===== config.mk =====
export PLATFORM = sky130hd
export DESIGN_NAME = cmgl_seg_store
export DESIGN_NICKNAME = d
export VERILOG_FILES = /design/src/design/cmgl_pkg.sv /design/src/design/cmgl_ram.sv /design/src/design/cmgl_seg_store.sv
export SDC_FILE = /design/constraint.sdc
export NUM_CORES = 2
export LEC_CHECK = 0
export BUFFER_PORTS_ARGS = -buffer_cell sky130_fd_sc_hd__buf_4
export CAP_MARGIN = 30
export CORE_ASPECT_RATIO = 1.1
export CORE_MARGIN = 5
export CORE_UTILIZATION = 40
export DETAILED_ROUTE_END_ITERATION = 12
export GPL_TIMING_DRIVEN = 0
export REMOVE_ABC_BUFFERS = 1
export SLEW_MARGIN = 10
export SYNTH_ARGS = -nofsm -noshare
export SYNTH_HDL_FRONTEND = slang
export SYNTH_SLANG_ARGS = --single-unit

===== constraint.sdc =====
create_clock -name clk -period 9.7 [get_ports clk]
set_clock_uncertainty 0.2 [all_clocks]
set_input_delay 1.94 -clock clk [delete_from_list [all_inputs] [get_ports clk]]
set_output_delay 1.94 -clock clk [all_outputs]
set_load 0.01 [all_outputs]

===== src/design/cmgl_pkg.sv =====
`timescale 1ns / 1ps
package cmgl_pkg;

  // table sizes
  localparam int MAX_SEGMENTS = 64;
  localparam int GLYPH_WORDS  = 1024;

  // end codes are searched this many segments per memory row
  localparam int LANES  = 8;
  localparam int LANE_W = $clog2(LANES);
  localparam int ROWS   = (MAX_SEGMENTS + LANES - 1) / LANES;
  localparam int ROW_W  = (ROWS > 1) ? $clog2(ROWS) : 1;

  localparam int SLOT_W   = (MAX_SEGMENTS > 1) ? $clog2(MAX_SEGMENTS) : 1;
  localparam int CNT_W    = $clog2(MAX_SEGMENTS + 1);
  localparam int GLYPH_AW = (GLYPH_WORDS > 1) ? $clog2(GLYPH_WORDS) : 1;

  // signed glyph array position: 16-bit offset plus halved range offset less count
  localparam int POS_W = 18;

  localparam int WORD_W = 16;
  localparam int CFG_W  = 7;
  localparam int CFG_AW = 3;
  localparam int APB_DW = 32;

  typedef logic [WORD_W-1:0] word_t;

  typedef enum logic [1:0] {
    OP_WRITE_SEG   = 2'd0,
    OP_WRITE_GLYPH = 2'd1,
    OP_LOOKUP      = 2'd2,
    OP_UNUSED      = 2'd3
  } op_t;

  // register indexes
  localparam logic REG_SEGMENTS_IN_USE = 1'b0;

  typedef struct packed {
    logic              en;
    logic [SLOT_W-1:0] slot;
    word_t             end_code;
    word_t             start_code;
    word_t             delta;
    word_t             range_offset;
  } seg_wr_t;

  typedef struct packed {
    word_t start_code;
    word_t delta;
    word_t range_offset;
  } seg_rec_t;

  localparam int REC_W = $bits(seg_rec_t);

  typedef logic [LANES-1:0][WORD_W-1:0] end_row_t;

  typedef struct packed {
    logic                en;
    logic [GLYPH_AW-1:0] addr;
    word_t               data;
  } glyph_wr_t;

endpackage


===== src/design/cmgl_ram.sv =====
`timescale 1ns / 1ps
module cmgl_ram #(
  parameter int WIDTH = 16,
  parameter int DEPTH = 64
) (
  input  logic                                   clk,
  input  logic                                   we,
  input  logic [((DEPTH > 1) ? $clog2(DEPTH) : 1)-1:0] waddr,
  input  logic [WIDTH-1:0]                       wdata,
  input  logic [((DEPTH > 1) ? $clog2(DEPTH) : 1)-1:0] raddr,
  output logic [WIDTH-1:0]                       rdata
);

  logic [WIDTH-1:0] mem [DEPTH];

  // one write port, one registered read port
  always_ff @(posedge clk) begin
    if (we) begin
      mem[waddr] <= wdata;
    end
    rdata <= mem[raddr];
  end

endmodule


===== src/design/cmgl_seg_store.sv =====
`timescale 1ns / 1ps
module cmgl_seg_store (
  input  logic                           clk,
  input  cmgl_pkg::seg_wr_t              seg_wr,
  input  logic [cmgl_pkg::ROW_W-1:0]     end_rd_row,
  input  logic [cmgl_pkg::SLOT_W-1:0]    rec_rd_slot,
  output cmgl_pkg::end_row_t             end_row,
  output cmgl_pkg::seg_rec_t             rec
);

  localparam int SX_W = cmgl_pkg::SLOT_W + cmgl_pkg::LANE_W;

  logic [SX_W-1:0]                 slot_x;
  logic [cmgl_pkg::LANE_W-1:0]     wr_lane;
  logic [cmgl_pkg::ROW_W-1:0]      wr_row;
  cmgl_pkg::seg_rec_t              wr_rec;
  logic [cmgl_pkg::REC_W-1:0]      rec_bits;

  // segment number splits into lane (bank) and row
  assign slot_x  = SX_W'(seg_wr.slot);
  assign wr_lane = slot_x[cmgl_pkg::LANE_W-1:0];
  assign wr_row  = cmgl_pkg::ROW_W'(slot_x >> cmgl_pkg::LANE_W);

  // end codes: one bank per lane, a row read gives all lanes at once
  for (genvar i = 0; i < cmgl_pkg::LANES; i++) begin : g_end_bank
    cmgl_ram #(
      .WIDTH(cmgl_pkg::WORD_W),
      .DEPTH(cmgl_pkg::ROWS)
    ) u_end_ram (
      .clk  (clk),
      .we   (seg_wr.en && (wr_lane == cmgl_pkg::LANE_W'(i))),
      .waddr(wr_row),
      .wdata(seg_wr.end_code),
      .raddr(end_rd_row),
      .rdata(end_row[i])
    );
  end

  // start, delta and range offset per segment
  assign wr_rec.start_code   = seg_wr.start_code;
  assign wr_rec.delta        = seg_wr.delta;
  assign wr_rec.range_offset = seg_wr.range_offset;

  cmgl_ram #(
    .WIDTH(cmgl_pkg::REC_W),
    .DEPTH(cmgl_pkg::MAX_SEGMENTS)
  ) u_rec_ram (
    .clk  (clk),
    .we   (seg_wr.en),
    .waddr(seg_wr.slot),
    .wdata(wr_rec),
    .raddr(rec_rd_slot),
    .rdata(rec_bits)
  );

  assign rec = cmgl_pkg::seg_rec_t'(rec_bits);

endmodule


==> out/results.md <==
| Quantity | Reported |
|---|---|
| Vias/cell | 5.71 |
| Critical path start-end classification | input port to flop |
| Mean area per synthesized cell | 24.2 µm² |
| Via count | 73.5k |
| Hold violation total from the final report | 0 |
| Transition time at the pin with the least slew margin | 1.06 ns |
| Clock root buffer | clkbuf_16 |
| Number of sinks handled by clock tree synthesis | 4,272 |
| Clock-pin transition on the worst setup and hold timing paths | 0.06 ns |
| Proportion of synthesized chip area in sequential cells | 0.794 |
| Number of remaining DRC errors | 0 |
| Power per unit of standard cell area | 205 mW/mm² |
| Overall track demand over capacity in global routing | 0.192 |
| RSZ-0062 raised after global routing | no |
| Most frequent cells in the layout | 4,096 x edfxtp_1, 1,077 x mux4_2, 429 x clkbuf_16, 285 x mux2i_1, 250 x buf_4 |
| Final Max Slew Viols | 0 |
| Resize count post-CTS | 0 |
| Most common cell after layout, fill and taps aside | edfxtp_1 |
| Max-capacitance violation count | 0 |
| Global placer's final weighted congestion | 0.706 |
| Initial core utilization | 0.401 |
| Result of the run | completed |
| Post-CTS setup-driven buffer insertion count | 0 |
| Port Buffer Count | 256 |
| Peak fanout along the critical path | 90 |
| Initial drt markers | 8,416 |
| Area of all placed cells without fillers | 0.187 mm² |
| Synth unique cells | 35 |
| Final hold slack | 0.406 ns |
| Die Width | 612 µm |
| Number of buffers created by CTS | 423 |
| Hold buffer count at CTS | 0 |
| Remaining global-route overflow | 0 |
| #FFs+latches synth | 4,272 |
| Top-level port count | 257 |
| Number of standard cells after synthesis | 6,590 |
| Synth-to-layout area growth | 17.5% |
| Wire length per cell | 31.3 µm |
| Yosys warns | 0 |
| Syn Std Cell Area | 0.159 mm² |
| Number of nets still failing antenna checks after routing | 0 |
| Max frequency | 0.177 GHz |
| Peak VDD IR | 0.000173 V |
| Data required, critical path | 10.25 ns |
| CP endpoint kind | flop |
| Clock latency reported for the late side of the worst-skew pair | 0.98 ns |
| Area enclosed by the die boundary | 0.411 mm² |
| Site row count | 243 |
| Wire length of the first global-routing pass | 566,000 µm |
| Critical path arrival | 6.22 ns |
| FFs w/ async S/R, synth | 0 |
| Finish-stage setup viols | 0 |
| Final nets | 7,326 |
| Leakage power summed over all cells | 58.9 nW |
| Final worst-path cycle share | 0.584 |
| Antenna violations before repair | 23 |
| Total detailed-routing wirelength | 403,000 µm |
| Vias in the first global route | 74.5k |
| Overall Power | 38.5 mW |
| Number of enable-type register cells in the synthesized netlist | 4,096 |
| Launching element type of the critical path | input port |
| Most used flip-flop cell after synthesis | edfxtp_1 |
| Maximum clock insertion buffer count | 4 |
| Pin count of the biggest net entering global routing | 96 |
| Worst min path class | flop to flop |
| Placeable Area | 0.398 mm² |
| Die outline height | 672 µm |
| Placed Area | 0.173 mm² |
| Htree depth | 5 |
| Clock tree from TritonCTS | done |
| Minimum clock period after layout | 5.67 ns |
| Final HPWL from detailed placement | 248,000 µm |
| Worst slew slack as a fraction of its limit | 0.296 |
| Fraction of layout cells with a size suffix above 1 | 0.335 |
| Number of search-and-repair iterations in the first detailed-routing pass | 5 |
-- cells by family (layout without fill, tap and decap cells) --
group	Yosys count	in the layout	synth area share
simple gates	263	263	0.00676
mux	1500	1500	0.180
compound gates	206	206	0.00897
buf+inv	349	1362	0.0104
other cells	0	6	0
flops	4272	4272	0.794
-- sequential cells by signal (all words and copies together) (netlist names) --
register / flops
u_rec_ram.mem: 3072
u_rec_ram.rdata: 48
g_end_bank.u_end_ram.rdata: 128
g_end_bank.u_end_ram.mem: 1024
-- cell type report --
cell class	instances	area [µm²]
fillers	32000	210000
flip-flops and latches	4272	127000
multi-input cells	1969	31900
clock buffers	548	11500
repair buffers	577	8450
well taps	5267	6590
clock inverters	235	2340
diodes	6	15.0
inverters	2	12.5
-- stage by stage --
stage                util  worst slack [ns]  std cells  TNS [ns]
finish              0.471              4.03      12900         0
global route        0.471              3.54      12900         0
CTS                 0.471              3.75      12900         0
detailed placement  0.436              2.71      12100         0
global placement    0.418             -8.42      11800  -2767.21
floorplan               -              4.41       6243         0
-- Yosys cell counts, types with 8 or more instances --
cell | number | area share
a221oi_1 | 12 | 0.00066
nand3_1 | 9 | 0.00028
o21ai_0 | 16 | 0.00050
mux2_2 | 138 | 0.0098
a22oi_1 | 82 | 0.0039
buf_2 | 112 | 0.0035
o211ai_1 | 15 | 0.00071
edfxtp_1 | 4096 | 0.77
dfxtp_1 | 176 | 0.022
nor2_1 | 150 | 0.0035
nor2b_1 | 8 | 0.00031
a21oi_1 | 20 | 0.00063
o22ai_1 | 19 | 0.00075
nand2_1 | 75 | 0.0018
a31oi_1 | 29 | 0.0011
buf_1 | 43 | 0.0010
mux2i_1 | 285 | 0.018
buf_4 | 32 | 0.0015
buf_6 | 10 | 0.00071
mux4_2 | 1077 | 0.15
clkbuf_1 | 149 | 0.0035
-- report_power, final --
group | switching (mW) | internal [mW] | leakage, nW
Clock | 6.96 | 9.24 | 6.71
Combinational | 1.04 | 0.767 | 13.9
Sequential | 0.0801 | 20.4 | 38.3
Total | 8.08 | 30.4 | 58.9
-- worst paths after layout --
path	from	to	slack, ns	cells past startpoint
setup / recovery	rec_rd_slot[0]	u_rec_ram.rdata[26]$_DFF_P_	4.03	10
hold / removal	g_end_bank[7].u_end_ram.mem[3][6]$_DFFE_PP_	g_end_bank[7].u_end_ram.rdata[6]$_DFF_P_	0.41	2
setup reg to reg	u_rec_ram.mem[8][20]$_DFFE_PP_	u_rec_ram.rdata[20]$_DFF_P_	7.38	5
hold reg to reg	g_end_bank[7].u_end_ram.mem[3][6]$_DFFE_PP_	g_end_bank[7].u_end_ram.rdata[6]$_DFF_P_	0.41	2
-- layer usage --
| layer | GRT usage | wire length, µm | vias to the layer above |
|---|---|---|---|
| met1 | 0.273 | 165000 | 40000 |
| met3 | 0.0340 | 31800 | 658 |
| met2 | 0.305 | 193000 | 3277 |
| li1 | - | - | 29500 |
| met4 | 0.0614 | 13700 | 16 |
| met5 | 0 | 85 | - |
-- worst max-delay path: stages --
cell and delay [ns]:
buf_16 0.42, buf_16 0.51, buf_16 0.45, buf_16 0.44, buf_16 0.41, mux4_2 0.59
mux2i_1 0.17, nor2_1 0.06, a311oi_1 0.39, a221oi_1 0.21
Note: power is estimated with default switching activity, not from simulation.
