`config.mk`:
```
export PLATFORM = sky130hd
export DESIGN_NAME = cmgl_engine
export DESIGN_NICKNAME = d
export VERILOG_FILES = /design/src/design/cmgl_pkg.sv /design/src/design/cmgl_engine.sv
export SDC_FILE = /design/constraint.sdc
export NUM_CORES = 1
export LEC_CHECK = 0
export BUFFER_PORTS_ARGS = -buffer_cell sky130_fd_sc_hd__buf_2
export CELL_PAD_IN_SITES_DETAIL_PLACEMENT = 2
export CELL_PAD_IN_SITES_GLOBAL_PLACEMENT = 2
export CORE_MARGIN = 3
export CORE_UTILIZATION = 26
export CTS_CLUSTER_DIAMETER = 100
export DETAILED_ROUTE_END_ITERATION = 8
export HOLD_SLACK_MARGIN = 0.1
export PLACE_DENSITY = 0.81
export SKIP_CTS_REPAIR_TIMING = 1
export SYNTH_ARGS = -nofsm -noshare
export SYNTH_HDL_FRONTEND = slang
export SYNTH_SLANG_ARGS = --single-unit
```
`constraint.sdc`:
```
create_clock -name clk -period 4.1 [get_ports clk]
set_clock_uncertainty 0.15 [all_clocks]
set_input_delay 0.205 -clock clk [delete_from_list [all_inputs] [get_ports clk]]
set_output_delay 0.205 -clock clk [all_outputs]
set_load 0.005 [all_outputs]
```
`src/design/cmgl_pkg.sv`:
```
`timescale 1ns / 1ps
package cmgl_pkg;

  // table sizes
  localparam int MAX_SEGMENTS = 64;
  localparam int GLYPH_WORDS  = 1024;

  // end codes are searched this many segments per memory row
  localparam int LANES  = 8;
  localparam int LANE_W = $clog2(LANES);
  localparam int ROWS   = (MAX_SEGMENTS + LANES - 1) / LANES;
  localparam int ROW_W  = (ROWS > 1) ? $clog2(ROWS) : 1;

  localparam int SLOT_W   = (MAX_SEGMENTS > 1) ? $clog2(MAX_SEGMENTS) : 1;
  localparam int CNT_W    = $clog2(MAX_SEGMENTS + 1);
  localparam int GLYPH_AW = (GLYPH_WORDS > 1) ? $clog2(GLYPH_WORDS) : 1;

  // signed glyph array position: 16-bit offset plus halved range offset less count
  localparam int POS_W = 18;

  localparam int WORD_W = 16;
  localparam int CFG_W  = 7;
  localparam int CFG_AW = 3;
  localparam int APB_DW = 32;

  typedef logic [WORD_W-1:0] word_t;

  typedef enum logic [1:0] {
    OP_WRITE_SEG   = 2'd0,
    OP_WRITE_GLYPH = 2'd1,
    OP_LOOKUP      = 2'd2,
    OP_UNUSED      = 2'd3
  } op_t;

  // register indexes
  localparam logic REG_SEGMENTS_IN_USE = 1'b0;

  typedef struct packed {
    logic              en;
    logic [SLOT_W-1:0] slot;
    word_t             end_code;
    word_t             start_code;
    word_t             delta;
    word_t             range_offset;
  } seg_wr_t;

  typedef struct packed {
    word_t start_code;
    word_t delta;
    word_t range_offset;
  } seg_rec_t;

  localparam int REC_W = $bits(seg_rec_t);

  typedef logic [LANES-1:0][WORD_W-1:0] end_row_t;

  typedef struct packed {
    logic                en;
    logic [GLYPH_AW-1:0] addr;
    word_t               data;
  } glyph_wr_t;

endpackage

```
`src/design/cmgl_engine.sv`:
```
`timescale 1ns / 1ps
module cmgl_engine (
  input  logic                            clk,
  input  logic                            rst_n,
  input  logic                            in_valid,
  output logic                            in_ready,
  input  logic [1:0]                      in_opcode,
  input  logic [5:0]                      in_seg_slot,
  input  logic [15:0]                     in_seg_end,
  input  logic [15:0]                     in_seg_start,
  input  logic [15:0]                     in_seg_delta,
  input  logic [15:0]                     in_seg_range_offset,
  input  logic [9:0]                      in_glyph_addr,
  input  logic [15:0]                     in_glyph_word,
  input  logic [15:0]                     in_char_code,
  output logic                            out_valid,
  input  logic                            out_ready,
  output logic [15:0]                     out_glyph_index,
  output logic                            out_in_segment,
  output logic                            out_array_error,
  input  logic [cmgl_pkg::CFG_W-1:0]      segments_in_use,
  output cmgl_pkg::seg_wr_t               seg_wr,
  output logic [cmgl_pkg::ROW_W-1:0]      end_rd_row,
  output logic [cmgl_pkg::SLOT_W-1:0]     rec_rd_slot,
  input  cmgl_pkg::end_row_t              end_row,
  input  cmgl_pkg::seg_rec_t              rec,
  output cmgl_pkg::glyph_wr_t             glyph_wr,
  output logic [cmgl_pkg::GLYPH_AW-1:0]   glyph_rd_addr,
  input  cmgl_pkg::word_t                 glyph_rdata
);

  localparam int IDX_W = cmgl_pkg::ROW_W + cmgl_pkg::LANE_W;

  typedef enum logic [2:0] {
    S_IDLE,
    S_SCAN,
    S_REC,
    S_CHK,
    S_GLY,
    S_FIN
  } state_t;

  state_t                          state_r, state_nxt;
  cmgl_pkg::word_t                 code_r, code_nxt;
  logic [cmgl_pkg::CNT_W-1:0]      n_r, n_nxt;
  logic [cmgl_pkg::ROW_W-1:0]      last_row_r, last_row_nxt;
  logic [cmgl_pkg::ROW_W-1:0]      row_r, row_nxt;
  logic [cmgl_pkg::SLOT_W-1:0]     slot_r, slot_nxt;
  logic [cmgl_pkg::POS_W-1:0]      pos_r, pos_nxt;
  cmgl_pkg::word_t                 res_glyph_r, res_glyph_nxt;
  logic                            res_in_r, res_in_nxt;
  logic                            res_err_r, res_err_nxt;
  logic                            out_valid_r, out_valid_nxt;
  cmgl_pkg::word_t                 out_glyph_r, out_glyph_nxt;
  logic                            out_in_r, out_in_nxt;
  logic                            out_err_r, out_err_nxt;

  logic                            accept;
  logic [cmgl_pkg::CNT_W-1:0]      n_sat;
  logic [cmgl_pkg::LANES-1:0]      lane_hit;
  logic                            hit_any;
  logic [cmgl_pkg::LANE_W-1:0]     hit_lane;
  logic [IDX_W-1:0]                hit_idx;
  logic [cmgl_pkg::SLOT_W-1:0]     hit_slot;
  logic [cmgl_pkg::CNT_W-1:0]      slots_left;

  assign accept   = in_valid && in_ready;
  assign in_ready = (state_r == S_IDLE);

  // segment count saturates at the table size
  assign n_sat = (32'(segments_in_use) > cmgl_pkg::MAX_SEGMENTS)
               ? cmgl_pkg::CNT_W'(cmgl_pkg::MAX_SEGMENTS)
               : cmgl_pkg::CNT_W'(segments_in_use);

  // table writes go straight to memory on the request edge
  always_comb begin
    seg_wr.en           = accept && (in_opcode == cmgl_pkg::OP_WRITE_SEG)
                          && (32'(in_seg_slot) < cmgl_pkg::MAX_SEGMENTS);
    seg_wr.slot         = cmgl_pkg::SLOT_W'(in_seg_slot);
    seg_wr.end_code     = in_seg_end;
    seg_wr.start_code   = in_seg_start;
    seg_wr.delta        = in_seg_delta;
    seg_wr.range_offset = in_seg_range_offset;
    glyph_wr.en         = accept && (in_opcode == cmgl_pkg::OP_WRITE_GLYPH)
                          && (32'(in_glyph_addr) < cmgl_pkg::GLYPH_WORDS);
    glyph_wr.addr       = cmgl_pkg::GLYPH_AW'(in_glyph_addr);
    glyph_wr.data       = in_glyph_word;
  end

  // compare one row of end codes against the code, first lane wins
  always_comb begin
    logic [IDX_W-1:0] idx;
    lane_hit = '0;
    hit_lane = '0;
    for (int i = 0; i < cmgl_pkg::LANES; i++) begin
      idx = {row_r, cmgl_pkg::LANE_W'(i)};
      lane_hit[i] = (32'(idx) < 32'(n_r)) && (end_row[i] >= code_r);
    end
    for (int i = cmgl_pkg::LANES - 1; i >= 0; i--) begin
      if (lane_hit[i]) begin
        hit_lane = cmgl_pkg::LANE_W'(i);
      end
    end
  end

  assign hit_any  = |lane_hit;
  assign hit_idx  = {row_r, hit_lane};
  assign hit_slot = cmgl_pkg::SLOT_W'(hit_idx);
  assign slots_left = n_r - cmgl_pkg::CNT_W'(slot_r);

  // memory read addresses
  assign end_rd_row    = (state_r == S_IDLE) ? '0 : row_r + 1'b1;
  assign rec_rd_slot   = (state_r == S_SCAN) ? hit_slot : slot_r;
  assign glyph_rd_addr = pos_r[cmgl_pkg::GLYPH_AW-1:0];

  // lookup sequencer
  always_comb begin
    state_nxt     = state_r;
    code_nxt      = code_r;
    n_nxt         = n_r;
    last_row_nxt  = last_row_r;
    row_nxt       = row_r;
    slot_nxt      = slot_r;
    pos_nxt       = pos_r;
    res_glyph_nxt = res_glyph_r;
    res_in_nxt    = res_in_r;
    res_err_nxt   = res_err_r;
    out_valid_nxt = out_valid_r && !out_ready;
    out_glyph_nxt = out_glyph_r;
    out_in_nxt    = out_in_r;
    out_err_nxt   = out_err_r;

    case (state_r)
      S_IDLE: begin
        if (accept && (in_opcode == cmgl_pkg::OP_LOOKUP)) begin
          code_nxt      = in_char_code;
          n_nxt         = n_sat;
          last_row_nxt  = cmgl_pkg::ROW_W'((n_sat - 1'b1) >> cmgl_pkg::LANE_W);
          row_nxt       = '0;
          res_glyph_nxt = '0;
          res_in_nxt    = 1'b0;
          res_err_nxt   = 1'b0;
          state_nxt     = (n_sat == '0) ? S_FIN : S_SCAN;
        end
      end
      S_SCAN: begin
        if (hit_any) begin
          slot_nxt  = hit_slot;
          state_nxt = S_REC;
        end else if (row_r == last_row_r) begin
          state_nxt = S_FIN;
        end else begin
          row_nxt = row_r + 1'b1;
        end
      end
      S_REC: begin
        if (code_r >= rec.start_code) begin
          res_in_nxt = 1'b1;
          if (rec.range_offset == '0) begin
            res_glyph_nxt = code_r + rec.delta;
            state_nxt     = S_FIN;
          end else begin
            pos_nxt = cmgl_pkg::POS_W'(code_r - rec.start_code)
                    + cmgl_pkg::POS_W'(rec.range_offset >> 1)
                    - cmgl_pkg::POS_W'(slots_left);
            state_nxt = S_CHK;
          end
        end else begin
          state_nxt = S_FIN;
        end
      end
      S_CHK: begin
        // negative or past the end of the glyph array
        if (pos_r[cmgl_pkg::POS_W-1]
            || (pos_r >= cmgl_pkg::POS_W'(cmgl_pkg::GLYPH_WORDS))) begin
          res_err_nxt = 1'b1;
          state_nxt   = S_FIN;
        end else begin
          state_nxt = S_GLY;
        end
      end
      S_GLY: begin
        res_glyph_nxt = (glyph_rdata == '0) ? '0 : glyph_rdata + rec.delta;
        state_nxt     = S_FIN;
      end
      S_FIN: begin
        if (!out_valid_r || out_ready) begin
          out_valid_nxt = 1'b1;
          out_glyph_nxt = res_glyph_r;
          out_in_nxt    = res_in_r;
          out_err_nxt   = res_err_r;
          state_nxt     = S_IDLE;
        end
      end
      default: begin
        state_nxt = S_IDLE;
      end
    endcase
  end

  always_ff @(posedge clk) begin
    if (!rst_n) begin
      state_r     <= S_IDLE;
      out_valid_r <= 1'b0;
    end else begin
      state_r     <= state_nxt;
      out_valid_r <= out_valid_nxt;
    end
    code_r      <= code_nxt;
    n_r         <= n_nxt;
    last_row_r  <= last_row_nxt;
    row_r       <= row_nxt;
    slot_r      <= slot_nxt;
    pos_r       <= pos_nxt;
    res_glyph_r <= res_glyph_nxt;
    res_in_r    <= res_in_nxt;
    res_err_r   <= res_err_nxt;
    out_glyph_r <= out_glyph_nxt;
    out_in_r    <= out_in_nxt;
    out_err_r   <= out_err_nxt;
  end

  assign out_valid       = out_valid_r;
  assign out_glyph_index = out_glyph_r;
  assign out_in_segment  = out_in_r;
  assign out_array_error = out_err_r;

  // scan never runs past the last populated row
  a_scan_bound: assert property (@(posedge clk) disable iff (!rst_n)
    (state_r == S_SCAN) |-> (row_r <= last_row_r))
    else $error("segment scan passed last row");

  // a lookup holds off further requests until it is done
  a_lookup_blocks: assert property (@(posedge clk) disable iff (!rst_n)
    (accept && (in_opcode == cmgl_pkg::OP_LOOKUP)) |=> !in_ready)
    else $error("request taken during lookup");

  // table writes finish on the request edge
  a_write_single: assert property (@(posedge clk) disable iff (!rst_n)
    (accept && (in_opcode != cmgl_pkg::OP_LOOKUP)) |=> in_ready)
    else $error("write request stalled the engine");

  // an array fault always comes from inside a segment with glyph zero
  a_err_shape: assert property (@(posedge clk) disable iff (!rst_n)
    (out_valid_r && out_err_r) |-> (out_in_r && (out_glyph_r == '0)))
    else $error("array error with bad result fields");

  // a miss gives glyph zero and no fault
  a_miss_shape: assert property (@(posedge clk) disable iff (!rst_n)
    (out_valid_r && !out_in_r) |-> ((out_glyph_r == '0) && !out_err_r))
    else $error("miss with nonzero result fields");

endmodule

```
==> results.md <==
- Wire length on met3: 2430 um
- Post-Syn Instances: 1139
- Max Fclk: 228 MHz
- RR Startpoint: n_r[0]
- Pwr dens: 448 nW/um2
- # Max-Cap Violations: 0
- Highest layer used for signal routing: met5
- DR WL/cell: 23.6 um
- CP max-delay cell: fa_1
- Period utilisation layout: 107%
- Die X: 208 um
- Root buffer cell: clkbuf_16
- Met2 Wirelength: 23200 um
- Crit. End Element: flip-flop
- Clk slew on worst S/H paths: 80 ps
- Layout cell share with drive strength beyond 1: 31.1%
- Global-route wire length before repair: 63900 um
- Synth Area in Compound Gates: 17.7%
- Worst r2r path cells: 17
- Commonest non-fill, non-tap cell in the layout: buf_2
- Critical Path Source: n_r[0]
- Via density: 5.12
- Ports: 454
- Cells along the critical path: inv_1 -> ha_2 -> inv_2 -> fa_2 -> a21o_1 -> a21oi_2 -> o21bai_1 -> a21oi_2 -> xnor2_2 -> fa_1 -> ha_1 -> buf_4 -> a41oi_4 -> a211oi_2 -> a21o_1 -> a41o_1 -> a31oi_1
- Peak supply drop: 0.226 mV
- Mapped Area: 10600 um2
- Final Util: 32.9%
- Area of the core: 40100 um2
- WP data arrival: 4350 ps
- Worst skew pair latency: 370 ps
- Largest net degree at the start of global routing: 32
- Count of TritonRoute iterations in the first routing pass: 4
- Mux cell area share after synthesis: 0.388%
- GRT Total Usage: 19.0%
- Worst Slack Setup Final: -294 ps
- Failing checks: setup timing
- Synth Warn #: 0
- Slowest Stage Delay on Critical Path: 420 ps
- Cts bufs inserted: 9
- Final hold slack: 81.1 ps
- Reg2reg setup slack: -290 ps
- RSZ-0062 raised after global routing: true
- Drc violations: 0
- Initial antenna violation count: 9
- Max Root-Sink Buffers: 2
- Rel. slew slack: 51.8%
- Starting DRC count in detailed routing: 439
- Worst hold path type: in2reg
- Vias: 9860
- Mean Syn Cell Area: 9.34 um2
- Kind of cell adding the most delay to the critical path: compound AO/OA/AOI/OAI gates
- Worst slew pin tran: 723 ps
- WL final: 45500 um
- CTS tree: done
- Post-synthesis adder-cell area fraction: 26.9%
- Ys async rst share: 0%
- Final setup fails: 6
- CP Data Required Time: 4060 ps
- Initial Utilization: 26.5%
- Final GP Congestion: 0.838
- Post-synthesis sequential area ratio: 25.9%
- Dominant synthesized flop cell: edfxtp_1
- Tmin final: 4390 ps
- Flops & latches, synth: 93
- Die height: 208 um
- Hold Path Stages: 2
- Synth-to-Final Area Change: 24.0%
- Global route overflow: 0
- M1 wire length: 18800 um
- Final net count: 1925
- Num Clock Sinks: 93
- FP Rows: 73
- Port buffer count: 261
- Leakage: 6.17 nW
- CP Max Fanout: 4
- Die area: 43400 um2
- Final total power: 5.91 mW
- Synth Area in XOR/XNOR: 4.86%
- Commonest cells after routing, fill and taps aside: buf_2, ha_1, inv_1, edfxtp_1, a21oi_1
- Hold path start: segments_in_use[0]
- Max H-tree Level: 3
- Final max-slew violation count: 0
- CP Launch Type: flip-flop
- Antenna-violating nets left: 0
- CP Depth: 17
- Status: finished with violations
- Simple-gate share of the synthesized area: 13.1%
- Largest family of logic cells by synthesized area: adder cells
- Dpl hpwl: 36200 um
- Yosys cell types: 80
- Vias in the first global route: 11000
- Final Hold Fails: 0
- Post-synth EDFFs: 89
- Buffers & Inverters on Critical Path: 3
- Syn nets: 1678
- Worst Path Class, Setup: reg2reg
per-stage QoR:
stage / setup slack [ps] / TNS, ps / area, um2 / instances
after detailed placement: -397 / -1600 / 12200 / 1861
final: -294 / -1110 / 13200 / 1924
after floorplan: 20.5 / 0 / 10700 / 1139
after global routing: -396 / -1940 / 13200 / 1922
after global placement: -39.8 / -43.1 / 12200 / 1861
after CTS: -485 / -2070 / 12500 / 1877
logic make-up (layout without fill, tap and decap cells):
| group | count (synthesis) | count (layout) |
|---|---|---|
| muxes | 4 | 4 |
| DFF | 93 | 93 |
| xor gates and xnor gates | 59 | 59 |
| and+or+nand+nor | 265 | 265 |
| AOI/OAI and AO/OA | 283 | 283 |
| buffers and inverters | 213 | 465 |
| adders and majority gates | 222 | 222 |
| other | 0 | 8 |
cell type report:
type	count	area, um2
Fill cell	4502	26900
Multi-Input combinational cell	833	7050
Sequential cell	93	2750
Timing Repair Buffer	351	2050
Tap cell	525	657
Inverter	98	368
Clock buffer	9	225
Clock inverter	7	75.1
Antenna cell	8	20.0
state kept, by name, indices dropped and copies added, names as in the netlist:
signal,flops
code_r,16
last_row_r,3
n_r,7
out_array_error,1
out_glyph_index,16
out_in_segment,1
out_valid,1
pos_r,18
res_err_r,1
res_glyph_r,16
res_in_r,1
row_r,3
slot_r,6
state_r,3
routing by layer:
layer,global-route usage [%],vias up
met3,4.60,78
met1,23.2,4857
met4,5.02,6
met2,33.5,337
met5,0,-
li1,-,4582
worst reg2reg max path, cell delays in order, from the launching register on:
cell	delay, ps
edfxtp_1	410
inv_1	110
ha_2	180
inv_2	50
fa_2	360
a21o_1	200
a21oi_2	190
o21bai_1	130
a21oi_2	240
xnor2_2	140
fa_1	420
ha_1	340
buf_4	170
a41oi_4	140
a211oi_2	330
a21o_1	190
a41o_1	260
a31oi_1	140
power breakdown:
part / internal [mW] / total [mW] / switching, mW / leakage [nW]
registers: 1.32 / 1.41 / 0.0898 / 0.850
clock network: 0.434 / 0.890 / 0.455 / 0.145
logic: 1.62 / 3.61 / 1.98 / 5.17
cells in the mapped netlist, drive strengths merged, types with 4 or more instances:
cell | number | area share [%]
ha | 211 | 25
buf | 106 | 7.5
inv | 97 | 3.4
a21oi | 96 | 4.5
edfxtp | 89 | 25
nand2 | 61 | 2.2
nor2 | 49 | 1.7
o21ai | 43 | 2.1
a21o | 38 | 2.7
xnor2 | 37 | 3.0
nor3 | 35 | 1.7
xor2 | 22 | 1.8
nor2b | 20 | 1.2
nand3 | 19 | 0.89
nand2b | 15 | 0.88
nor4 | 13 | 0.76
a31oi | 12 | 0.71
fa | 11 | 2.1
clkbuf | 9 | 0.32
o22ai | 9 | 0.53
a211oi | 8 | 0.56
and3 | 8 | 0.49
nand4 | 8 | 0.47
o21a | 8 | 0.56
or2 | 8 | 0.47
a2111oi | 7 | 0.75
and2 | 7 | 0.46
nor3b | 7 | 0.54
o211ai | 7 | 0.49
o21bai | 6 | 0.42
a211o | 4 | 0.33
a21boi | 4 | 0.28
a221o | 4 | 0.38
dfxtp | 4 | 0.75
o2111ai | 4 | 0.33
or3 | 4 | 0.24
path summary, 6_finish.rpt:
| kind | to |
|---|---|
| min reg2reg | out_glyph_index[4] |
| max reg2reg | pos_r[17] |
| min | n_r[0] |
| max | pos_r[17] |
Power figures use the tool's default switching activity.
