$ cat config.mk
export PLATFORM = sky130hd
export DESIGN_NAME = cmgl_cfg
export DESIGN_NICKNAME = d
export VERILOG_FILES = /design/src/design/cmgl_pkg.sv /design/src/design/cmgl_cfg.sv
export SDC_FILE = /design/constraint.sdc
export NUM_CORES = 1
export LEC_CHECK = 0
export BUFFER_PORTS_ARGS = -buffer_cell sky130_fd_sc_hd__buf_2
export CAP_MARGIN = 20
export CORE_AREA = 2 2 51 53
export DETAILED_ROUTE_END_ITERATION = 6
export DIE_AREA = 0 0 53 55
export GPL_TIMING_DRIVEN = 0
export PLACE_DENSITY = 0.66
export SETUP_SLACK_MARGIN = 0.3
export SLEW_MARGIN = 15
export SYNTH_ARGS = -nofsm -noshare
export SYNTH_HDL_FRONTEND = slang
export SYNTH_SLANG_ARGS = --single-unit
$ cat constraint.sdc
create_clock -name clk -period 1.6 [get_ports clk]
set_input_delay 0 -clock clk [delete_from_list [all_inputs] [get_ports clk]]
set_output_delay 0 -clock clk [all_outputs]
set_load 0.005 [all_outputs]
$ cat src/design/cmgl_pkg.sv
`timescale 1ns / 1ps
package cmgl_pkg;

  // table sizes
  localparam int MAX_SEGMENTS = 64;
  localparam int GLYPH_WORDS  = 1024;

  // end codes are searched this many segments per memory row
  localparam int LANES  = 8;
  localparam int LANE_W = $clog2(LANES);
  localparam int ROWS   = (MAX_SEGMENTS + LANES - 1) / LANES;
  localparam int ROW_W  = (ROWS > 1) ? $clog2(ROWS) : 1;

  localparam int SLOT_W   = (MAX_SEGMENTS > 1) ? $clog2(MAX_SEGMENTS) : 1;
  localparam int CNT_W    = $clog2(MAX_SEGMENTS + 1);
  localparam int GLYPH_AW = (GLYPH_WORDS > 1) ? $clog2(GLYPH_WORDS) : 1;

  // signed glyph array position: 16-bit offset plus halved range offset less count
  localparam int POS_W = 18;

  localparam int WORD_W = 16;
  localparam int CFG_W  = 7;
  localparam int CFG_AW = 3;
  localparam int APB_DW = 32;

  typedef logic [WORD_W-1:0] word_t;

  typedef enum logic [1:0] {
    OP_WRITE_SEG   = 2'd0,
    OP_WRITE_GLYPH = 2'd1,
    OP_LOOKUP      = 2'd2,
    OP_UNUSED      = 2'd3
  } op_t;

  // register indexes
  localparam logic REG_SEGMENTS_IN_USE = 1'b0;

  typedef struct packed {
    logic              en;
    logic [SLOT_W-1:0] slot;
    word_t             end_code;
    word_t             start_code;
    word_t             delta;
    word_t             range_offset;
  } seg_wr_t;

  typedef struct packed {
    word_t start_code;
    word_t delta;
    word_t range_offset;
  } seg_rec_t;

  localparam int REC_W = $bits(seg_rec_t);

  typedef logic [LANES-1:0][WORD_W-1:0] end_row_t;

  typedef struct packed {
    logic                en;
    logic [GLYPH_AW-1:0] addr;
    word_t               data;
  } glyph_wr_t;

endpackage

$ cat src/design/cmgl_cfg.sv
`timescale 1ns / 1ps
module cmgl_cfg (
  input  logic                             clk,
  input  logic                             rst_n,
  input  logic                             cfg_psel,
  input  logic                             cfg_penable,
  input  logic                             cfg_pwrite,
  input  logic [cmgl_pkg::CFG_AW-1:0]      cfg_paddr,
  input  logic [cmgl_pkg::APB_DW-1:0]      cfg_pwdata,
  output logic [cmgl_pkg::APB_DW-1:0]      cfg_prdata,
  output logic                             cfg_pready,
  output logic [cmgl_pkg::CFG_W-1:0]       segments_in_use
);

  logic [cmgl_pkg::CFG_W-1:0] seg_cnt_r;
  logic [cmgl_pkg::CFG_W-1:0] seg_cnt_nxt;
  logic                       reg_sel;

  // register index from the word address
  assign reg_sel = (cfg_paddr[2] == cmgl_pkg::REG_SEGMENTS_IN_USE);

  always_comb begin
    seg_cnt_nxt = seg_cnt_r;
    if (cfg_psel && cfg_penable && cfg_pwrite && reg_sel) begin
      seg_cnt_nxt = cfg_pwdata[cmgl_pkg::CFG_W-1:0];
    end
  end

  always_ff @(posedge clk) begin
    if (!rst_n) begin
      seg_cnt_r <= cmgl_pkg::CFG_W'(1);
    end else begin
      seg_cnt_r <= seg_cnt_nxt;
    end
  end

  // read back
  assign cfg_prdata = reg_sel ? cmgl_pkg::APB_DW'(seg_cnt_r) : '0;
  assign cfg_pready = 1'b1;
  assign segments_in_use = seg_cnt_r;

endmodule

==> impl_metrics.csv, run 1 <==
group,metric,value,unit
critical_path,path_buf_inv,1,
drt,routedWlPerCell,7.52,um
sta,clock_skew,0,ns
place,dp_cells,146,
power,power_leakage,0.000511,uW
clock_tree,htreeDepth,1,
critical_path,cp_slowest_cell,"dfxtp_1",
critical_path,cp_max_fo,3,
floorplanning,core_area,2360,um2
grt,antenna_found_initial,0,
grt,grt_pass1_vias,339,
finish,layoutNonFillerInstCount,151,
finish,mostFrequentLayoutCells,"26 x buf_4, 26 x conb_1, 26 x buf_2",
finish,largest_reg_flops,7,
clock_tree,cts_resized,0,
floorplanning,die_area,2920,um2
sta,finalWorstSetupSlack,0.729,ns
drt,antenna_left,0,
yosys,syn_avg_cell_area,8.44,um2
sta,final.setup.tns,0,ns
grt,grt_max_degree,11,
floorplanning,die_x,53,um
clock_tree,cts_sinks,7,
clock_tree,clkTransAtPathRegs,0.06,ns
sta,slew_viol_final,0,
finish,n_antenna_cell,0,
sta,finalCriticalPeriod,0.871,ns
yosys,syn_inst,66,
grt,overflow,0,
outcome,status,"finished, final reports clean",
clock_tree,clockRootBuffer,"clkbuf_4",
floorplanning,row_count,18,
hold_path,worstHoldPathType,"primary input to flip-flop",
yosys,yosysSeqAreaShare,25.2,%
critical_path,crit_chain,"and2b_2 -> buf_2",
sta,fmax,1150,MHz
finish,drive_gt1_share,52.1,%
yosys,ys_ff_latch,7,
drt,drt-initial-drc-count,5,
critical_path,start_kind,"flip-flop",
power,power_density,531,nW/um2
drt,drc,0,
sta,rsz0062_at_grt,"false",
sta,hold_viol,0,
floorplanning,io_pins,80,
finish,syn_to_final_growth,52.8,%
clock_tree,cts_buffers,3,
critical_path,crit_family,"flip-flops",
clock_tree,clock_latency,0.24,ns
drt,viasPerCell,3.15,
place,io_buffers,26,
place,place_congestion,0.630,
yosys,yosysWarnings,0,
drt,firstDrtPassIters,4,
grt,grt_pass1_wl,1570,um
sta,setup_violations,0,
drt,vias,476,
sta,finalCritPeriodShare,54.5,%
grt,grt.total_usage,7.35,%
critical_path,crit_required,1.60,ns
clock_tree,tritoncts,"yes",
critical_path,worstPathArrival,0.87,ns
yosys,ys_types,10,
finish,fillers,270,
floorplanning,start_util,23.5,%
place,hpwl,1000,um
critical_path,cp_slowest_stage_delay,0.32,ns
finish,finish.utilization,36.0,%
drt,wl,1140,um
clock_tree,post_cts_buffers,0,
critical_path,end_kind,"primary output",
finish,nets,162,
job,drv_cap,0,
critical_path,criticalPathCategory,"flip-flop to primary output",
floorplanning,die_h,55,um
place,pre_cts_slack,0.757,ns
clock_tree,ctsLongestPathBuffers,2,
yosys,syn_area,557,um2
power,peakVddDrop,0.000219,V
## cell families (layout without fill, tap and decap cells)
| logic type | count (synthesis) | after routing | synth area share [%] |
|---|---|---|---|
| buffers and inverters | 28 | 59 | 37.8 |
| muxes | 7 | 7 | 12.6 |
| and+or+nand+nor | 22 | 22 | 23.1 |
| DFF | 7 | 7 | 25.2 |
| other | 2 | 26 | 1.35 |
## stage by stage
step                      area, um2  total power [uW]  hold WS (ns)
final                           851               451       0.00460
after global routing            851               482       0.00687
after CTS                       851               457      0.000995
after detailed placement        815               292         0.257
after global placement          815               291         0.250
after floorplan                 647               265         0.142
## path summary, 6_finish.rpt
kind | from | to | cells past startpoint | slack (ns)
setup / recovery | segments_in_use[1] | cfg_prdata[1] | 2 | 0.73
hold reg to reg | segments_in_use[6] | segments_in_use[6] | 2 | 0.47
hold / removal | cfg_pwdata[3] | segments_in_use[3] | 3 | 0.005
setup reg to reg | segments_in_use[1] | segments_in_use[1] | 2 | 1.00
## synthesized netlist by cell type
master	instances	share of area (%)
buf_6	1	2.0
nand2_1	12	8.1
clkbuf_1	1	0.67
mux2i_1	7	13
and2b_2	7	11
and4b_1	1	1.8
nor2b_1	2	2.2
conb_1	2	1.3
dfxtp_1	7	25
buf_4	26	35
## final cells by class
type / instances / area (um2) / share of cell area (%)
Clock buffer: 4 / 26.3 / 3.09
Timing Repair Buffer: 27 / 140 / 16.5
Tap cell: 30 / 37.5 / 4.41
Sequential cell: 7 / 140 / 16.5
Buffer: 28 / 210 / 24.7
Multi-Input combinational cell: 55 / 297 / 34.9
## worst reg2reg max path, stage by stage, from the launching register on
cell,delay [ns]
dfxtp_1,0.34
nand2_1,0.05
mux2i_1,0.13
## metal layers
metal  vias to the layer above  global-route usage (%)  routed length [um]
li1                        260                       -                   -
met1                       193                    8.37                 402
met2                        23                    12.9                 606
met3                         0                    3.23                 126
met4                         0                    1.28                   0
met5                         -                       0                   0
## timing repair
action | CTS | global route
endpoints found under the setup margin | 0 | 0
endpoints found under the hold margin | 1 | 0
hold buffers | 1 | 0
## power breakdown
part | leakage (uW) | switching (uW) | internal [uW]
combinational | 0.000439 | 42.7 | 68.2
sequential | 0.0000567 | 2.42 | 178
clock | 0.0000150 | 64.6 | 95.1
No activity file was read; power rests on OpenSTA's default activity.
==> run 2: changes to the inputs <==
PLACE_DENSITY = 0.68   (was 0.66)
clock period = 0.8 ns   (was 1.6 ns; I/O delays follow)
==> run 2 against run 1 <==
Compared with the run above: the run now ends with negative hold slack, negative setup slack left; via count grew 6.7%; largest power group unchanged; hold slack got worse by 0.0083 ns; total power is 110% higher; worst setup slack got worse by 0.80 ns; critical path depth did not move; clock skew is the same; count of clock-buffer cells in the layout did not move; die area unchanged; cell area grew 19%; non-clock buffer count increased by 5; cell count is 3.3% higher; register-to-register slack got worse by 0.90 ns; largest cell class unchanged.
==> impl_metrics.csv, run 2 (same netlist as run 1, synthesis figures left out) <==
group,metric,value,unit
sta,clock_skew,0,ns
hold_path,min_from,"cfg_pwdata[2]",
grt,grt_max_degree,11,
sta,setup_violations,7,
place,place_area,815,um2
clock_tree,clock_latency,0.24,ns
sta,holdWs,-0.00366,ns
hold_path,whs_endpoint,"segments_in_use[2]",
finish,nets,167,
clock_tree,ctsLongestPathBuffers,2,
grt,use_met2,16.7,%
critical_path,r2r_end,"segments_in_use[0]",
finish,n_antenna_cell,0,
finish,final_cell_area,1010,um2
finish,largest_reg_flops,7,
sta,slew_viol_final,0,
grt,busiest_layer,"met2",
outcome,failed_checks,"negative hold slack, negative setup slack",
place,pre_cts_slack,-0.0459,ns
grt,grt_pass1_vias,418,
power,power_leakage,0.000573,uW
power,power_density,924,nW/um2
drt,viasPerCell,3.26,
floorplanning,core_area,2360,um2
critical_path,cp_max_fo,3,
sta,rsz0062_at_grt,"true",
sta,finalCritPeriodShare,109,%
job,drv_cap,0,
critical_path,crit_required,0.80,ns
outcome,status,"finished with violations",
drt,routedWlPerCell,8.11,um
sta,finalWorstSetupSlack,-0.0718,ns
drt,firstDrtPassIters,2,
grt,grt_util_met1,8.56,%
finish,syn_to_final_growth,82.0,%
drt,drc,0,
place,io_buffers,26,
hold_path,hold_path_depth,3,
clock_tree,cts_buffers,3,
critical_path,r2r_slack,0.10,ns
drt,vias,508,
clock_tree,htreeDepth,1,
grt,antenna_found_initial,0,
floorplanning,row_count,18,
clock_tree,tritoncts,"yes",
clock_tree,cts_sinks,7,
clock_tree,clockRootBuffer,"clkbuf_4",
floorplanning,die_area,2920,um2
finish,drive_gt1_share,65.1,%
sta,finalCriticalPeriod,0.872,ns
floorplanning,die_x,53,um
place,hpwl,998,um
place,place_congestion,0.609,
sta,hold_viol,2,
drt,antenna_left,0,
grt,grt.total_usage,8.44,%
drt,wl,1270,um
finish,mostFrequentLayoutCells,"27 x buf_4, 26 x conb_1, 19 x buf_6",
critical_path,end_kind,"primary output",
critical_path,start_kind,"flip-flop",
critical_path,rr_startpoint,"segments_in_use[0]",
critical_path,criticalPathCategory,"flip-flop to primary output",
power,peakVddDrop,0.000474,V
finish,layout_commonest_cell,"buf_4",
sta,fmax,1150,MHz
floorplanning,io_pins,80,
floorplanning,start_util,23.5,%
drt,drt-initial-drc-count,1,
grt,overflow,0,
floorplanning,die_h,55,um
grt,grtUsageMet3,2.42,%
grt,grt_pass1_wl,1750,um
hold_path,worstHoldPathType,"primary input to flip-flop",
critical_path,ff2ff_path_depth,3,
critical_path,worstPathArrival,0.87,ns
clock_tree,clkTransAtPathRegs,0.06,ns
[run 2: cell types whose count changed in the layout (fill, tap and decap cells not counted), sizes merged]
| cell | delta |
|---|---|
| buf | +6 |
| dlygate4sd3 | -1 |
[run 2: worst max-delay path, cell delays in order (launching register included)]
cell     delay (ns)
dfxtp_2        0.33
and2b_2        0.19
buf_6          0.11
[run 2: where the power goes]
part           internal, uW  switching (uW)
clock                   190             125
sequential              358            4.97
combinational           162            96.5
total                   710             226
[run 2: cell type report]
class | count | area, um2
Tap cell | 30 | 37.5
Fill cell | 262 | 1350
Clock buffer | 4 | 26.3
Multi-Input combinational cell | 55 | 314
Sequential cell | 7 | 149
Buffer | 28 | 211
Timing Repair Buffer | 32 | 275
[run 2: stage by stage]
stage	utilization [%]	cells	power, uW	setup TNS (ns)	hold WS (ns)
2_1_floorplan	-	90	530	0	0.142
3_3_place_gp	34.4	146	580	-0.0298	0.250
3_5_place_dp	34.4	146	585	-0.254	0.259
4_1_cts	41.0	156	935	-0.473	-0.00539
5_1_grt	42.9	156	995	-0.629	-0.00732
6_report	42.9	156	936	-0.418	-0.00366
[run 2: worst max-delay path by stage]
stage	start	endpoint	slack [ns]
2_1_floorplan	cfg_paddr[2]	segments_in_use[0]	0.20
3_3_place_gp	cfg_paddr[2]	segments_in_use[3]	-0.007
3_5_place_dp	cfg_paddr[2]	segments_in_use[6]	-0.05
4_1_cts	segments_in_use[6]	cfg_prdata[6]	-0.09
5_1_grt	segments_in_use[6]	cfg_prdata[6]	-0.10
6_report	segments_in_use[6]	cfg_prdata[6]	-0.07
[run 2: what timing repair did]
item | CTS | global route
endpoints found under the hold margin | 3 | 1
buffers inserted | 6 | 0
endpoints found under the setup margin | 21 | 21
resized for setup | 25 | 9
[run 2: routing by layer]
metal  up-vias  share of wire, %
met1       209                34
met4         0                 0
li1        274                 -
met5         -                 0
met2        25                56
met3         0               9.9
==> run 3: changes to the inputs <==
CORE_AREA = 2 2 50 52   (was 2 2 51 53)
DIE_AREA = 0 0 52 54   (was 0 0 53 55)
GPL_TIMING_DRIVEN = unset   (was 0)
PLACE_DENSITY = 0.71   (was 0.68)
==> run 3 against run 2 <==
Compared with the run above: the flow still finishes with violations (negative hold slack, negative setup slack); combinational power down 34%; flip-flop and latch count is the same; via count is 8.3% lower; maximum frequency shrank 0.86%; critical path depth stayed put; highest routed layer unchanged; die area is 3.7% lower.
==> impl_metrics.csv, run 3 (same netlist as run 1, synthesis figures left out) <==
group,metric,value,unit
outcome,status,"finished with violations",
outcome,failed_checks,"negative hold slack, negative setup slack",
floorplanning,io_pins,80,
sta,finalWorstSetupSlack,-0.0794,ns
power,power_leakage,0.000447,uW
finish,finish.utilization,36.0,%
place,pre_cts_slack,0.00296,ns
finish,largest_reg_flops,7,
power,power_density,1020,nW/um2
grt,antenna_found_initial,0,
clock_tree,clkTransAtPathRegs,0.05,ns
sta,slew_viol_final,0,
critical_path,start_kind,"flip-flop",
grt,grt_util_met1,7.58,%
floorplanning,row_count,18,
critical_path,end_kind,"primary output",
grt,use_met2,17.9,%
job,drv_cap,0,
floorplanning,die_x,52,um
floorplanning,core_area,2320,um2
finish,mostFrequentLayoutCells,"26 x conb_1, 19 x buf_2, 17 x buf_6",
sta,final.setup.tns,-0.437,ns
clock_tree,clockRootBuffer,"clkbuf_4",
grt,grtUsageMet3,3.33,%
drt,routedWlPerCell,9.46,um
finish,syn_to_final_growth,50.1,%
hold_path,hold_path_depth,3,
drt,antenna_left,0,
floorplanning,die_h,54,um
grt,overflow,0,
finish,n_antenna_cell,0,
finish,final_cell_area,836,um2
drt,vias,466,
place,place_congestion,0.627,
place,hpwl,886,um
clock_tree,ctsLongestPathBuffers,2,
clock_tree,tritoncts,"yes",
grt,busiest_layer,"met2",
sta,setup_violations,7,
sta,finalCriticalPeriod,0.879,ns
sta,clock_skew,0,ns
clock_tree,htreeDepth,1,
sta,fmax,1140,MHz
clock_tree,clock_latency,0.25,ns
drt,drc,0,
critical_path,ff2ff_path_depth,4,
sta,hold_viol,4,
place,io_buffers,26,
drt,firstDrtPassIters,4,
grt,grt_max_degree,15,
drt,viasPerCell,3.48,
place,place_area,632,um2
drt,drt-initial-drc-count,5,
drt,wl,1270,um
sta,holdWs,-0.0112,ns
floorplanning,start_util,24.0,%
clock_tree,cts_sinks,7,
grt,grt_pass1_wl,1690,um
critical_path,criticalPathCategory,"flip-flop to primary output",
finish,layout_commonest_cell,"conb_1",
critical_path,worstPathArrival,0.88,ns
sta,finalCritPeriodShare,110,%
finish,drive_gt1_share,57.7,%
grt,grt.total_usage,8.85,%
critical_path,r2r_slack,0.06,ns
critical_path,cp_max_fo,2,
critical_path,crit_required,0.80,ns
floorplanning,die_area,2810,um2
finish,nets,145,
clock_tree,cts_buffers,3,
power,design_power_total,855,uW
sta,rsz0062_at_grt,"true",
power,peakVddDrop,0.000456,V
hold_path,worstHoldPathType,"primary input to flip-flop",
grt,grt_pass1_vias,404,
[run 3: metal layers]
layer  up-vias  share of wire (%)
li1        229                  -
met1       205                 33
met2        32                 57
met3         0                 10
met4         0                  0
met5         -                  0
[run 3: worst paths after layout]
check,start,endpoint
max reg2reg,segments_in_use[1],segments_in_use[1]
max,segments_in_use[2],cfg_prdata[2]
min,cfg_pwdata[2],segments_in_use[2]
min reg2reg,segments_in_use[5],segments_in_use[5]
[run 3: stage by stage]
stage	hold WS, ns	std cells
floorplan	0.142	90
global placement	0.249	120
detailed placement	0.262	120
CTS	-0.0187	131
global route	-0.0147	134
finish	-0.0112	134
[run 3: area by class of cell]
| class | instances | area [um2] |
|---|---|---|
| Tap cell | 30 | 37.5 |
| Timing Repair Buffer | 38 | 314 |
| Clock buffer | 4 | 26.3 |
| Multi-Input combinational cell | 55 | 309 |
| Fill cell | 241 | 1480 |
| Sequential cell | 7 | 149 |
[run 3: power by group]
| group | total, uW | internal (uW) | switching (uW) |
|---|---|---|---|
| combinational | 169 | 86.0 | 83.3 |
| sequential | 363 | 358 | 4.66 |
| clock | 323 | 190 | 133 |
[run 3: worst max-delay path: stages, from the launching register on]
cell and delay (ns):
dfxtp_2 0.32, and2b_2 0.20, buf_6 0.11
[run 3: timing repair]
action,4_1_cts,5_1_grt
endpoints found under the hold margin,6,5
gates resized for setup,21,8
buffers inserted,7,3
setup endpoints to repair,21,21
